==> config.mk <==
export PLATFORM = sky130hd
export DESIGN_NAME = bounded_deque_with_search
export DESIGN_NICKNAME = d
export VERILOG_FILES = /design/src/rtl/bdq_pkg.sv /design/src/rtl/bdq_store.sv /design/src/rtl/bounded_deque_with_search.sv
export SDC_FILE = /design/constraint.sdc
export NUM_CORES = 1
export LEC_CHECK = 0
export BUFFER_PORTS_ARGS = -buffer_cell sky130_fd_sc_hd__buf_2
export CORE_ASPECT_RATIO = 1.2
export CORE_MARGIN = 3
export CORE_UTILIZATION = 45
export CTS_CLUSTER_SIZE = 24
export DETAILED_ROUTE_END_ITERATION = 8
export GPL_TIMING_DRIVEN = 0
export PLACE_DENSITY_LB_ADDON = 0.2
export SLEW_MARGIN = 15
export SYNTH_ARGS = -nofsm -noshare
export SYNTH_HDL_FRONTEND = slang
export SYNTH_SLANG_ARGS = --single-unit
export TNS_END_PERCENT = 30
==> constraint.sdc <==
create_clock -name clock -period 7.4 [get_ports clock]
set_input_delay 0.37 -clock clock [delete_from_list [all_inputs] [get_ports clock]]
set_output_delay 0.37 -clock clock [all_outputs]
set_load 0.005 [all_outputs]
==> src/rtl/bdq_pkg.sv <==
package bdq_pkg;

   localparam int VALUE_W = 32;

   // operation codes
   localparam logic [2:0] FUNC_PUSH_HEAD = 3'd0;
   localparam logic [2:0] FUNC_PUSH_TAIL = 3'd1;
   localparam logic [2:0] FUNC_POP_HEAD  = 3'd2;
   localparam logic [2:0] FUNC_POP_TAIL  = 3'd3;
   localparam logic [2:0] FUNC_SEARCH    = 3'd4;

   // result status codes
   localparam logic [1:0] STATUS_OK        = 2'd0;
   localparam logic [1:0] STATUS_POP_EMPTY = 2'd1;
   localparam logic [1:0] STATUS_PUSH_FULL = 2'd2;

   typedef struct packed {
      logic [2:0]                func;
      logic signed [VALUE_W-1:0] value;
   } req_type;

   typedef struct packed {
      logic signed [VALUE_W-1:0] popped_value;
      logic                      found;
      logic [1:0]                status;
      logic                      now_empty;
   } rsp_type;

endpackage

==> src/rtl/bdq_store.sv <==
module bdq_store #(
   parameter int  DEPTH = 16,
   localparam int AW    = $clog2(DEPTH)
) (
   input  logic                         clock,
   input  logic                         wr_en,
   input  logic [AW-1:0]                wr_addr,
   input  logic [bdq_pkg::VALUE_W-1:0]  wr_data,
   input  logic [AW-1:0]                rd_addr,
   output logic [bdq_pkg::VALUE_W-1:0]  rd_data_ff
);

   logic [bdq_pkg::VALUE_W-1:0] store_ff [DEPTH];

   always_ff @(posedge clock) begin
      if (wr_en) begin
         store_ff[wr_addr] <= wr_data;
      end
   end

   always_ff @(posedge clock) begin
      rd_data_ff <= store_ff[rd_addr];
   end

endmodule

==> src/rtl/bounded_deque_with_search.sv <==
// Push, no-op and failed pop/search: result strobe in the cycle after transfer,
//   busy stays low, so one request per cycle is taken.
// Pop: registered RAM read, then the result register; busy while in ST_POP.
// Search: one compare per cycle over the stored entries, head to tail, ending
//   at the first match or the last entry; the result is registered after that compare.
// Reset (synchronous) empties the queue; the entry RAM is not cleared.
module bounded_deque_with_search #(
   parameter int CAPACITY = 16
) (
   input  logic             clock,
   input  logic             reset,
   input  logic             start,
   output logic             busy,
   input  bdq_pkg::req_type req_data,
   output logic             rsp_strobe,
   output bdq_pkg::rsp_type rsp_data
);

   localparam int IW = $clog2(CAPACITY);
   localparam int CW = $clog2(CAPACITY + 1);
   localparam logic [IW-1:0] LAST_IDX = IW'(CAPACITY - 1);
   localparam logic [CW-1:0] FULL_CNT = CW'(CAPACITY);

   typedef enum logic [1:0] {
      ST_IDLE,
      ST_POP,
      ST_SEARCH
   } state_type;

   state_type state_ff, state_in;
   logic [IW-1:0] head_ff, head_in;
   logic [IW-1:0] tail_ff, tail_in;
   logic [IW-1:0] ptr_ff, ptr_in;
   logic [CW-1:0] count_ff, count_in;
   logic [CW-1:0] left_ff, left_in;
   logic signed [bdq_pkg::VALUE_W-1:0] value_ff, value_in;
   logic             rsp_strobe_ff, rsp_strobe_in;
   bdq_pkg::rsp_type rsp_data_ff, rsp_data_in;

   logic                        wr_en;
   logic [IW-1:0]               wr_addr;
   logic [bdq_pkg::VALUE_W-1:0] wr_data;
   logic [IW-1:0]               rd_addr;
   logic [bdq_pkg::VALUE_W-1:0] rd_data;

   logic [IW-1:0] head_prev, head_next, tail_prev, tail_next, ptr_next;
   logic          is_full, is_empty, match;

   bdq_store #(
      .DEPTH(CAPACITY)
   ) u_store (
      .clock      (clock),
      .wr_en      (wr_en),
      .wr_addr    (wr_addr),
      .wr_data    (wr_data),
      .rd_addr    (rd_addr),
      .rd_data_ff (rd_data)
   );

   assign head_prev = (head_ff == '0) ? LAST_IDX : head_ff - IW'(1);
   assign head_next = (head_ff == LAST_IDX) ? '0 : head_ff + IW'(1);
   assign tail_prev = (tail_ff == '0) ? LAST_IDX : tail_ff - IW'(1);
   assign tail_next = (tail_ff == LAST_IDX) ? '0 : tail_ff + IW'(1);
   assign ptr_next  = (ptr_ff == LAST_IDX) ? '0 : ptr_ff + IW'(1);
   assign is_full   = (count_ff == FULL_CNT);
   assign is_empty  = (count_ff == '0);
   // the one shared compare unit of the search walk
   assign match     = ($signed(rd_data) == value_ff);

   always_comb begin
      state_in      = state_ff;
      head_in       = head_ff;
      tail_in       = tail_ff;
      ptr_in        = ptr_ff;
      count_in      = count_ff;
      left_in       = left_ff;
      value_in      = value_ff;
      rsp_strobe_in = 1'b0;
      rsp_data_in   = rsp_data_ff;
      wr_en         = 1'b0;
      wr_addr       = head_prev;
      wr_data       = req_data.value;
      rd_addr       = ptr_ff;

      unique case (state_ff)
         ST_IDLE: begin
            if (start) begin
               value_in                 = req_data.value;
               rsp_data_in.popped_value = '0;
               rsp_data_in.found        = 1'b0;
               rsp_data_in.status       = bdq_pkg::STATUS_OK;
               rsp_data_in.now_empty    = is_empty;
               rsp_strobe_in            = 1'b1;
               unique case (req_data.func)
                  bdq_pkg::FUNC_PUSH_HEAD: begin
                     if (is_full) begin
                        rsp_data_in.status = bdq_pkg::STATUS_PUSH_FULL;
                     end else begin
                        wr_en                 = 1'b1;
                        wr_addr               = head_prev;
                        head_in               = head_prev;
                        count_in              = count_ff + CW'(1);
                        rsp_data_in.now_empty = 1'b0;
                     end
                  end
                  bdq_pkg::FUNC_PUSH_TAIL: begin
                     if (is_full) begin
                        rsp_data_in.status = bdq_pkg::STATUS_PUSH_FULL;
                     end else begin
                        wr_en                 = 1'b1;
                        wr_addr               = tail_ff;
                        tail_in               = tail_next;
                        count_in              = count_ff + CW'(1);
                        rsp_data_in.now_empty = 1'b0;
                     end
                  end
                  bdq_pkg::FUNC_POP_HEAD: begin
                     if (is_empty) begin
                        rsp_data_in.status = bdq_pkg::STATUS_POP_EMPTY;
                     end else begin
                        rd_addr       = head_ff;
                        head_in       = head_next;
                        count_in      = count_ff - CW'(1);
                        rsp_strobe_in = 1'b0;
                        state_in      = ST_POP;
                     end
                  end
                  bdq_pkg::FUNC_POP_TAIL: begin
                     if (is_empty) begin
                        rsp_data_in.status = bdq_pkg::STATUS_POP_EMPTY;
                     end else begin
                        rd_addr       = tail_prev;
                        tail_in       = tail_prev;
                        count_in      = count_ff - CW'(1);
                        rsp_strobe_in = 1'b0;
                        state_in      = ST_POP;
                     end
                  end
                  bdq_pkg::FUNC_SEARCH: begin
                     if (!is_empty) begin
                        rd_addr       = head_ff;
                        ptr_in        = head_next;
                        left_in       = count_ff;
                        rsp_strobe_in = 1'b0;
                        state_in      = ST_SEARCH;
                     end
                  end
                  default: begin
                  end
               endcase
            end
         end
         ST_POP: begin
            rsp_strobe_in            = 1'b1;
            rsp_data_in.popped_value = $signed(rd_data);
            rsp_data_in.found        = 1'b0;
            rsp_data_in.status       = bdq_pkg::STATUS_OK;
            rsp_data_in.now_empty    = is_empty;
            state_in                 = ST_IDLE;
         end
         ST_SEARCH: begin
            // rd_data holds the entry fetched last cycle
            if (match || left_ff == CW'(1)) begin
               rsp_strobe_in            = 1'b1;
               rsp_data_in.popped_value = '0;
               rsp_data_in.found        = match;
               rsp_data_in.status       = bdq_pkg::STATUS_OK;
               rsp_data_in.now_empty    = is_empty;
               state_in                 = ST_IDLE;
            end else begin
               rd_addr = ptr_ff;
               ptr_in  = ptr_next;
               left_in = left_ff - CW'(1);
            end
         end
         default: begin
            state_in = ST_IDLE;
         end
      endcase
   end

   always_ff @(posedge clock) begin
      if (reset) begin
         state_ff      <= ST_IDLE;
         head_ff       <= '0;
         tail_ff       <= '0;
         count_ff      <= '0;
         rsp_strobe_ff <= 1'b0;
      end else begin
         state_ff      <= state_in;
         head_ff       <= head_in;
         tail_ff       <= tail_in;
         count_ff      <= count_in;
         rsp_strobe_ff <= rsp_strobe_in;
      end
      ptr_ff      <= ptr_in;
      left_ff     <= left_in;
      value_ff    <= value_in;
      rsp_data_ff <= rsp_data_in;
   end

   assign busy       = (state_ff != ST_IDLE);
   assign rsp_strobe = rsp_strobe_ff;
   assign rsp_data   = rsp_data_ff;

`ifndef SYNTHESIS
   logic [CW:0] ring_sum;
   logic [CW:0] ring_wrap;

   assign ring_sum  = (CW + 1)'(head_ff) + (CW + 1)'(count_ff);
   assign ring_wrap = (ring_sum >= (CW + 1)'(CAPACITY)) ?
                      ring_sum - (CW + 1)'(CAPACITY) : ring_sum;

   a_count_bound: assert property (@(posedge clock) disable iff (reset)
      count_ff <= FULL_CNT)
      else $error("entry count above capacity");

   a_ring_consistent: assert property (@(posedge clock) disable iff (reset)
      tail_ff == IW'(ring_wrap))
      else $error("tail does not match head plus count");

   a_pop_empty_flag: assert property (@(posedge clock) disable iff (reset)
      rsp_strobe && rsp_data.status == bdq_pkg::STATUS_POP_EMPTY |-> rsp_data.now_empty)
      else $error("pop-on-empty reported with nonempty queue");

   a_pop_goes_busy: assert property (@(posedge clock) disable iff (reset)
      start && !busy && !is_empty &&
      (req_data.func == bdq_pkg::FUNC_POP_HEAD || req_data.func == bdq_pkg::FUNC_POP_TAIL)
      |=> busy)
      else $error("pop transfer did not wait for RAM read");

   a_search_left: assert property (@(posedge clock) disable iff (reset)
      state_ff == ST_SEARCH |-> left_ff != '0 && left_ff <= count_ff)
      else $error("search walk count out of range");
`endif

endmodule

After elaboration in Yosys (flattened, before gate mapping)
Memory sizes are Yosys's and may differ from the RTL's. A register that Yosys moved wholly into a read port is not among the register bits.
Cells that the tools add are included.
- add/subtract/negate cells: 8
- multiply operators: 0
- div/mod/pow operators: 0
- magnitude comparators: 0
- eq/ne operators: 26
- shift-type cells: 0
- multiplexer cells: 57
- bitwise logic cells: 0
- reductions and logical operators: 23
- operators with widths (cell ; count):
    36-bit one-hot mux with 3 select lines ; 1
    4-bit two-way mux ; 20
    36-bit two-way mux ; 2
    32-bit equality test ; 1
    4-bit one-hot mux with 2 select lines ; 4
    5-bit two-way mux ; 6
    5-bit AND reduction ; 5
    2-bit inequality test, second input constant ; 10
    5-bit one-hot mux with 2 select lines ; 2
    1-bit two-way mux ; 13
    4-bit by 1-bit adder with 4-bit output, second input constant ; 3
    4-bit equality test, second input constant ; 3
    2-bit one-hot mux with 2 select lines ; 3
    2-bit two-way mux ; 5
    2-bit nonzero test ; 5
    5-bit by 1-bit subtractor with 5-bit output, second input constant ; 2
    4-bit zero test ; 2
    4-bit by 1-bit subtractor with 4-bit output, second input constant ; 2
    3-bit by 2-bit equality test with 1-bit output, second input constant ; 2
    3-bit inequality test, second input constant ; 2
    2-bit OR reduction ; 3
    5-bit by 1-bit adder with 5-bit output, second input constant ; 1
    5-bit by 1-bit equality test with 1-bit output, second input constant ; 1
    5-bit equality test, second input constant ; 1
    other kinds (15) ; 15
- flip-flop bits (word level): 93
- latch bits: 0
- bits in writable memories: 512
- ROM bits: 0
- input bits: 38
- output and inout port bits: 38
- logic and storage cells: 127
- memories kept: 1
- memory list (memory ; words ; bits a word ; rd ports ; clocked after Yosys merged registers in ; write ports ; line ; text):
    u_store.store_ff ; 16 ; 32 ; 1 ; 1 ; 1 ; bdq_store.sv:13 ; logic [bdq_pkg::VALUE_W-1:0] store_ff [DEPTH];

Depth between registers and ports, before layout
Gate-level depths: netlist of the first run.
- depth after elaboration: 7
- mapped depth: 12
- mapped depth without buffers: 9

Modules after synthesis
Synthesis of the first run repeated with hierarchy kept, for this count alone.
- cells, all modules: 1215
- area, all modules: 24358.4 µm²
- modules (own cells, without submodules) (module ; instances ; cells an instance ; area an instance (µm²) ; seq. area each (µm²)):
    bdq_store ; 1 ; 838 ; 19835.3 ; 16015.4
    bounded_deque_with_search ; 1 ; 377 ; 4523.1 ; 2632.5

Least setup slack after synthesis of the first run
Ideal clock, no wire load.
- path type: register -> register
- start point: register state_ff[0]
- end point: memory u_store.store_ff[3][0] (netlist bit), enable pin
- library setup time: 421 ps
- data arrival time: 3469 ps
- required time: 6979 ps
- setup slack: 3510 ps
- cell stages (with the launch flop): 9
- path buffers: 0
- clock period less this slack: 3890 ps
- cell sequence: dfxtp_1 > inv_1 > ha_1 > nand2_1 > a2111oi_0 > nand2_1 > mux2_2 > nand2_1 > nor2_1
- cells in the longest elaborated chain, start to end: 4
- elaborated cells on any way between the ends: 5
- classes of those cells: mux: 4; reduce/logical: 1
- RTL lines (what ; line ; text):
    start, declared ; bounded_deque_with_search.sv:30 ; state_type state_ff, state_in;
    start signal, assigned ; bounded_deque_with_search.sv:190 ; state_ff <= state_in;
    2-bit zero test (*) ; bounded_deque_with_search.sv:85 ; unique case (state_ff)
    1-bit two-way mux ; bounded_deque_with_search.sv:85 ;
    1-bit two-way mux ; bdq_store.sv:16 ; if (wr_en) begin
    1-bit two-way mux (not written as such) ; bdq_store.sv:17 ; store_ff[wr_addr] <= wr_data;
    end, declared ; bdq_store.sv:13 ;
Mark *: on every way between the ends. The rest lies on a longest branch, timed or not.

Worst setup path in the final report of the first run
- start point: register state_ff[1]
- end point: memory u_store.store_ff[3][18] (netlist bit), enable pin
Same word-level chain as after synthesis.

==> results of run 1 <==
## flip-flops by register name, summed over array words and instances, names as in the netlist, 5 cells and up
signal              count
left_ff                 5
u_store.store_ff      512
count_ff                5
rsp_data               36
u_store.rd_data_ff     32
value_ff               32
## power groups by stage
stage | clock network [uW] | registers, uW | logic [uW]
final | 3090 | 4300 | 1640
after global routing | 3260 | 4320 | 1730
after CTS | 3110 | 4300 | 1620
after detailed placement | 0 | 4380 | 1620
after global placement | 0 | 4390 | 1550
after floorplan | 0 | 4360 | 878
## metrics by stage
step	power [uW]	util, %	cells
finish	9030	52.2	2756
global route	9310	52.2	2754
CTS	9040	52.2	2754
detailed placement	6000	48.8	2642
global placement	5930	47.9	2624
floorplan	5230	-	1760
## final cells by class
type / instances / area, sq um / area share [%]
repair buffers: 90 / 758 / 2.48
clock buffers: 87 / 1780 / 5.81
flip-flops and latches: 637 / 18600 / 61.0
well taps: 792 / 991 / 3.24
diodes: 2 / 5.00 / 0.0164
clock inverters: 25 / 195 / 0.638
plain buffers: 156 / 747 / 2.44
inverters: 146 / 548 / 1.79
multi-input cells: 821 / 6920 / 22.6
## per-layer routing
metal	vias up	track usage [%]	part of all wire [%]
li1	7428	-	-
met1	8710	31.6	38
met2	844	43.1	50
met3	185	3.93	7.5
met4	0	10.8	4.2
met5	-	0	0
## worst max-delay path, stage by stage, from the launching register on
cell and delay, ps:
sky130_fd_sc_hd__dfxtp_1 350, sky130_fd_sc_hd__inv_1 90, sky130_fd_sc_hd__ha_1 280, sky130_fd_sc_hd__nand2_1 240, sky130_fd_sc_hd__a2111oi_1 860, sky130_fd_sc_hd__nand2_1 290
sky130_fd_sc_hd__mux2_2 300, sky130_fd_sc_hd__nand2_1 240, sky130_fd_sc_hd__nor2_4 690, sky130_fd_sc_hd__buf_12 280
## worst min-delay path by stage
stage	slack [ps]	startpoint	to
final	130	reset	state_ff[0]
after global routing	140	req_data[30]	u_store.store_ff[4][30]
after CTS	100	reset	state_ff[0]
after detailed placement	570	u_store.rd_data_ff[0]	rsp_data[4]
after global placement	540	tail_ff[3]	tail_ff[3]
after floorplan	470	req_data[0]	u_store.store_ff[0][0]
## cells by family (layout without fill, tap and decap cells)
| family | Yosys count | count (layout) | synth area share, % |
|---|---|---|---|
| XOR/XNOR | 49 | 49 | 1.60 |
| AO/OA/AOI/OAI | 452 | 452 | 13.8 |
| AND/OR/NAND/NOR | 163 | 163 | 3.38 |
| buffers and inverters | 302 | 504 | 4.84 |
| flip-flops | 637 | 637 | 69.7 |
| other | 0 | 2 | 0 |
| adder cells (fa/ha/maj) | 15 | 15 | 0.730 |
| multiplexers | 142 | 142 | 5.94 |
## layout by cell type, fill, tap and decap left out, types with 13 or more instances in the layout
master and n:
sky130_fd_sc_hd__and3_1 33, sky130_fd_sc_hd__edfxtp_1 589, sky130_fd_sc_hd__a21oi_1 23, sky130_fd_sc_hd__clkinv_2 13, sky130_fd_sc_hd__inv_1 145, sky130_fd_sc_hd__buf_4 19
sky130_fd_sc_hd__o211ai_1 130, sky130_fd_sc_hd__nor2_4 16, sky130_fd_sc_hd__nand2_1 17, sky130_fd_sc_hd__xor2_1 35, sky130_fd_sc_hd__dfxtp_1 48, sky130_fd_sc_hd__nand4_1 35
sky130_fd_sc_hd__clkbuf_1 109, sky130_fd_sc_hd__buf_2 102, sky130_fd_sc_hd__mux2_2 134, sky130_fd_sc_hd__o221ai_1 256, sky130_fd_sc_hd__buf_12 13, sky130_fd_sc_hd__xnor2_1 14
sky130_fd_sc_hd__nor2_1 25, sky130_fd_sc_hd__ha_1 14, sky130_fd_sc_hd__clkbuf_16 63
==> run_results.csv, run 1 <==
group,metric,value,unit
timing,timing.slew.headroom,22.5,%
cts,post_cts.repair.setup_buffers,0,
route,dr_total_vias,17200,
yosys,post_synth_most_frequent_cells,"sky130_fd_sc_hd__edfxtp_1 (589), sky130_fd_sc_hd__o221ai_1 (256), sky130_fd_sc_hd__inv_1 (146)",
cts,cts_buffer_depth,3,
grt,antenna_found_initial,0,
placement,dp_hpwl,54400,microns
placement,gp_congestion,0.881,
worst_setup_path,critical_path.max_fanout,17,
power_and_ir_drop,power.switching_fraction,28.9,%
timing,layout_worst_path_cycle_share,53.7,%
timing,worst_slew_pin_slew,1160,ps
cts,cts_max_level,2,
cts,cts_tree,"yes",
cts,cts_made_buffers,59,
timing,max_freq,0.252,GHz
grt,via_count_of_the_first_global_routing_pass,17100,
route,routed_wire_length_per_instance,28.8,microns
timing,final_layout_setup_total_negative_slack,0,ps
yosys,synth_cell_type_count,59,
yosys,post-synth-top-area-cell,"sky130_fd_sc_hd__edfxtp_1",
yosys,ys_ff_latch,637,
placement,preCtsSetupSlack,3460,ps
floorplan,floorplan_core_area,0.0586,sq mm
status,outcome,"complete, no violations",
power_and_ir_drop,internal_power,6420,uW
cts,clock_sinks,637,
power_and_ir_drop,p_clk_share,34.2,%
timing,timing_max_transition_violations_final,0,
finish,layout_cells_sized_above_1,20.5,%
worst_setup_path,critPathLaunch,"state_ff[1]",
timing,timing.final.hold_violations,0,
yosys,most_frequently_used_flop_master_after_synthesis,"sky130_fd_sc_hd__edfxtp_1",
yosys,post_synth_inst_count,1760,
worst_setup_path,crit_path_end_kind,"flop",
cts,clk_root_buffer_cell,"sky130_fd_sc_hd__clkbuf_16",
grt,gr-total-overflow,0,
grt,maximum_number_of_pins_on_one_net_before_global_route_repair,31,
yosys,yosysTopAreaCellShare,66.1,%
floorplan,chipWidth,229,microns
finish,flow.area_growth_from_synthesis,14.4,%
cts,clkSlewWorstSetupHoldPaths,70,ps
yosys,netlist_area_before_placement,0.0267,sq mm
worst_setup_path,cp.arrival,4300,ps
floorplan,die-area,0.0624,sq mm
timing,final_critical_period,3970,ps
yosys,synth-warning-count,0,
power_and_ir_drop,total_switching_power,2610,uW
yosys,synth_seq_area_share,69.7,%
worst_setup_path,endpoint,"u_store.store_ff[3][18]",
route,final_antenna_net_count,0,
yosys,post_synth_main_area_contributors,"sky130_fd_sc_hd__edfxtp_1 (66%), sky130_fd_sc_hd__o221ai_1 (8.4%), sky130_fd_sc_hd__mux2_2 (5.6%), sky130_fd_sc_hd__o211ai_1 (3.6%), sky130_fd_sc_hd__dfxtp_1 (3.6%)",
worst_hold_path,holdPathStages,2,
floorplan,chipHeight,273,microns
cts,ctsHoldBuffers,0,
cts,clk_latency,640,ps
worst_setup_path,regToRegSetupSlack,3430,ps
finish,num-nets-final,1964,
floorplan,row_count,97,
floorplan,floorplan.initialDensity,45.6,%
grt,aggregate_global_route_resource_usage,25.1,%
worst_setup_path,r2r.worst_path.cells,9,
yosys,avgSynthCellArea,15.2,sq um
yosys,syn-num-nets,1813,
power_and_ir_drop,vdd_ir_drop_max,221,uV
timing,fin_skew,29.6,ps
timing,layout_setup_ws,3430,ps
worst_hold_path,hold_path.class,"in -> reg",
yosys,synth_async_sr_flop_share,0,%
power_and_ir_drop,share_comb_of_total_power,18.2,%
worst_setup_path,critical_path.reg2reg.startpoint,"state_ff[1]",
route,detailedRoute.firstPassIterationCount,5,
worst_setup_path,critical_r2r_capture,"u_store.store_ff[3][18]",
timing,finalSetupViolCount,0,
route,drc,0,
power_and_ir_drop,pwr-share-seq,47.7,%
worst_setup_path,worst_ep_required_time,7720,ps
worst_setup_path,startpoint_type,"flop",
worst_setup_path,crit_type,"reg -> reg",
route,vias_per_cell,6.23,
yosys,synth_edf_count,589,
placement,post_dp_cell_area,0.0286,sq mm
finish,fillers,4875,
route,drt_wl_total,79400,microns
power_and_ir_drop,power.density_cell_area,295,mW/mm^2
yosys,synth_most_common_cell,"sky130_fd_sc_hd__edfxtp_1",
floorplan,io_pins,76,
power_and_ir_drop,pleak,0.0102,uW
cts,cts_resized,0,
placement,buffer_ports.inserted,72,
route,detail_route.iter0.violations,2011,
finish,final_area,0.0306,sq mm
grt,grt_first_pass_wirelength,115000,microns
run,maxCapViolCount,0,
timing,grt_setup_unrepaired,"false",
timing,final.hold.worst_slack,134,ps
No activity file was read; power rests on OpenSTA's default activity.
==> run 2: changes to the inputs <==
==> constraint.sdc (replaced) <==
create_clock -name clock -period 4 [get_ports clock]
set_input_delay 0.2 -clock clock [delete_from_list [all_inputs] [get_ports clock]]
set_output_delay 0.2 -clock clock [all_outputs]
set_load 0.005 [all_outputs]
==> run 2 against run 1 <==
Effect of this change: largest power group unchanged; clock skew barely moved; combinational power rose by 87%; first-iteration DRC count rose by 0.80%.
==> run_results.csv, run 2 (synthesized netlist as in run 1, its figures left out) <==
group,metric,value,unit
worst_setup_path,critical-path-max-stage-delay,960,ps
power_and_ir_drop,share_comb_of_total_power,18.3,%
timing,layout_worst_path_cycle_share,98.9,%
grt,grt_first_pass_wirelength,115000,microns
grt,gr-total-overflow,0,
route,routed_wire_length_per_instance,28.5,microns
worst_setup_path,startpoint_type,"flop",
run,maxCapViolCount,0,
timing,layout_setup_ws,44.1,ps
timing,final_critical_period,3960,ps
finish,flow.area_growth_from_synthesis,15.7,%
route,final_antenna_net_count,0,
route,detail_route.iter0.violations,2027,
timing,timing.final.hold_violations,0,
timing,timing_max_transition_violations_final,0,
finish,layout_cells_sized_above_1,20.7,%
power_and_ir_drop,power.density_cell_area,541,mW/mm^2
status,outcome,"complete, no violations",
worst_setup_path,critPathLaunch,"state_ff[1]",
route,detailedRoute.firstPassIterationCount,5,
floorplan,io_pins,76,
timing,grt_setup_unrepaired,"false",
grt,aggregate_global_route_resource_usage,25.1,%
worst_setup_path,endpoint,"u_store.rd_data_ff[26]",
route,drt_wl_total,79600,microns
grt,via_count_of_the_first_global_routing_pass,17200,
power_and_ir_drop,design_power_total,16700,uW
cts,cts_tree,"yes",
worst_setup_path,r2r.worst_path.cells,12,
cts,cts_made_buffers,59,
power_and_ir_drop,pwr-share-seq,47.6,%
worst_setup_path,cp.arrival,4520,ps
grt,antenna_found_initial,0,
worst_setup_path,critical_path.max_fanout,27,
grt,maximum_number_of_pins_on_one_net_before_global_route_repair,31,
cts,clk_root_buffer_cell,"sky130_fd_sc_hd__clkbuf_16",
worst_setup_path,regToRegSetupSlack,40,ps
finish,largest_register,"u_store.store_ff",
floorplan,floorplan.initialDensity,45.6,%
timing,finalSetupViolCount,0,
timing,max_freq,0.253,GHz
cts,clock_sinks,637,
finish,finish.utilization,52.8,%
timing,fin_skew,29.4,ps
cts,clkSlewWorstSetupHoldPaths,70,ps
timing,timing.slew.headroom,18.7,%
finish,largest_register_ffs,512,
floorplan,row_count,97,
floorplan,chipHeight,273,microns
floorplan,chipWidth,229,microns
timing,final_layout_setup_total_negative_slack,0,ps
route,dr_total_vias,17300,
worst_setup_path,worst_ep_required_time,4560,ps
worst_hold_path,hold_path.class,"in -> reg",
placement,preCtsSetupSlack,55.8,ps
worst_setup_path,critical_r2r_capture,"u_store.rd_data_ff[26]",
power_and_ir_drop,total_switching_power,4850,uW
worst_setup_path,cell_by_cell_trace_of_the_critical_path,"inv_1, ha_1, nand2_1, inv_2, buf_12, o311ai_1, clkbuf_1, clkbuf_1, o221ai_1, o221ai_1, o211ai_1, nand4_1",
route,vias_per_cell,6.20,
worst_setup_path,critical_path.reg2reg.startpoint,"state_ff[1]",
power_and_ir_drop,pleak,0.0104,uW
cts,clk_latency,640,ps
timing,worst_slew_pin_slew,1220,ps
placement,gp_congestion,0.881,
worst_setup_path,crit_type,"reg -> reg",
placement,dp_hpwl,54400,microns
finish,commonest_non_fill_non_tap_cell_in_the_layout,"sky130_fd_sc_hd__edfxtp_1",
finish,num-nets-final,1999,
floorplan,die-area,0.0624,sq mm
power_and_ir_drop,p_clk_share,34.1,%
cts,cts_buffer_depth,3,
floorplan,floorplan_core_area,0.0586,sq mm
worst_setup_path,crit_path_end_kind,"flop",
finish,most-common-layout-cells,"sky130_fd_sc_hd__edfxtp_1 (589), sky130_fd_sc_hd__o221ai_1 (256), sky130_fd_sc_hd__inv_1 (145)",
cts,cts_max_level,2,
power_and_ir_drop,power.switching_fraction,29.0,%
route,drc,0,
worst_setup_path,critPathSlowestCell,"sky130_fd_sc_hd__clkbuf_1",
power_and_ir_drop,vdd_ir_drop_max,410,uV
placement,buffer_ports.inserted,72,
power_and_ir_drop,internal_power,11900,uW
## run 2: changes by cell type in the layout (fill, tap and decap cells not counted)
cell                            change
sky130_fd_sc_hd__a2111oi_1          -1
sky130_fd_sc_hd__a2111oi_2          +1
sky130_fd_sc_hd__buf_12             +1
sky130_fd_sc_hd__buf_4              +8
sky130_fd_sc_hd__dlygate4sd3_1     +26
sky130_fd_sc_hd__nor3_2             -1
sky130_fd_sc_hd__nor3_4             +1
## run 2: power groups by stage
stage          sequential [uW]  clock [uW]  combinational, uW
4_1_cts                   7960        5760               3020
6_report                  7960        5710               3070
5_1_grt                   7990        6030               3230
2_1_floorplan             8060           0               1630
3_5_place_dp              8100           0               2990
3_3_place_gp              8110           0               2870
## run 2: routing by layer
metal | vias up | track usage, % | wire (microns)
li1 | 7491 | - | -
met1 | 8731 | 31.7 | 30500
met2 | 896 | 43.2 | 39500
met3 | 179 | 3.88 | 6120
met4 | 0 | 10.8 | 3410
met5 | - | 0 | 0
## run 2: cell type report
cell class              instances  area [sq um]
fillers                      4861         27700
diodes                          2          5.00
plain buffers                 156           747
inverters                     146           548
clock inverters                25           195
clock buffers                  87          1780
repair buffers                125          1100
well taps                     792           991
multi-input cells             821          6930
flip-flops and latches        637         18600
## run 2: worst min path at each step
stage / start / end / slack (ps) / cells after the start
floorplan: req_data[0] / u_store.store_ff[0][0] / 300 / 0
global placement: tail_ff[3] / tail_ff[3] / 540 / 2
detailed placement: u_store.rd_data_ff[0] / rsp_data[4] / 570 / 1
CTS: req_data[10] / u_store.store_ff[13][10] / 2 / 1
global route: req_data[10] / u_store.store_ff[15][10] / 10 / 1
finish: req_data[23] / value_ff[23] / 20 / 1
## run 2: metrics by stage
step | hold WS, ps | std cells | instance area (sq um)
2_1_floorplan | 299 | 1760 | 26700
3_3_place_gp | 543 | 2624 | 28100
3_5_place_dp | 567 | 2642 | 28600
4_1_cts | 1.74 | 2780 | 30800
5_1_grt | 10.5 | 2789 | 30900
6_report | 16.2 | 2791 | 30900
## run 2: what timing repair did
item | in CTS | in global routing
setup endpoints to repair | 0 | 159
gates resized for setup | 0 | 2
hold buffers | 26 | 0
endpoints found under the hold margin | 377 | 0
buffers inserted | 0 | 9
## run 2: critical path, delay by kind of cell, from the launching register on
kind	cells	cell delay [ps]
simple gates	2	500
buf+inv	5	1950
fa+ha+maj	1	270
flops	1	400
compound gates	4	750
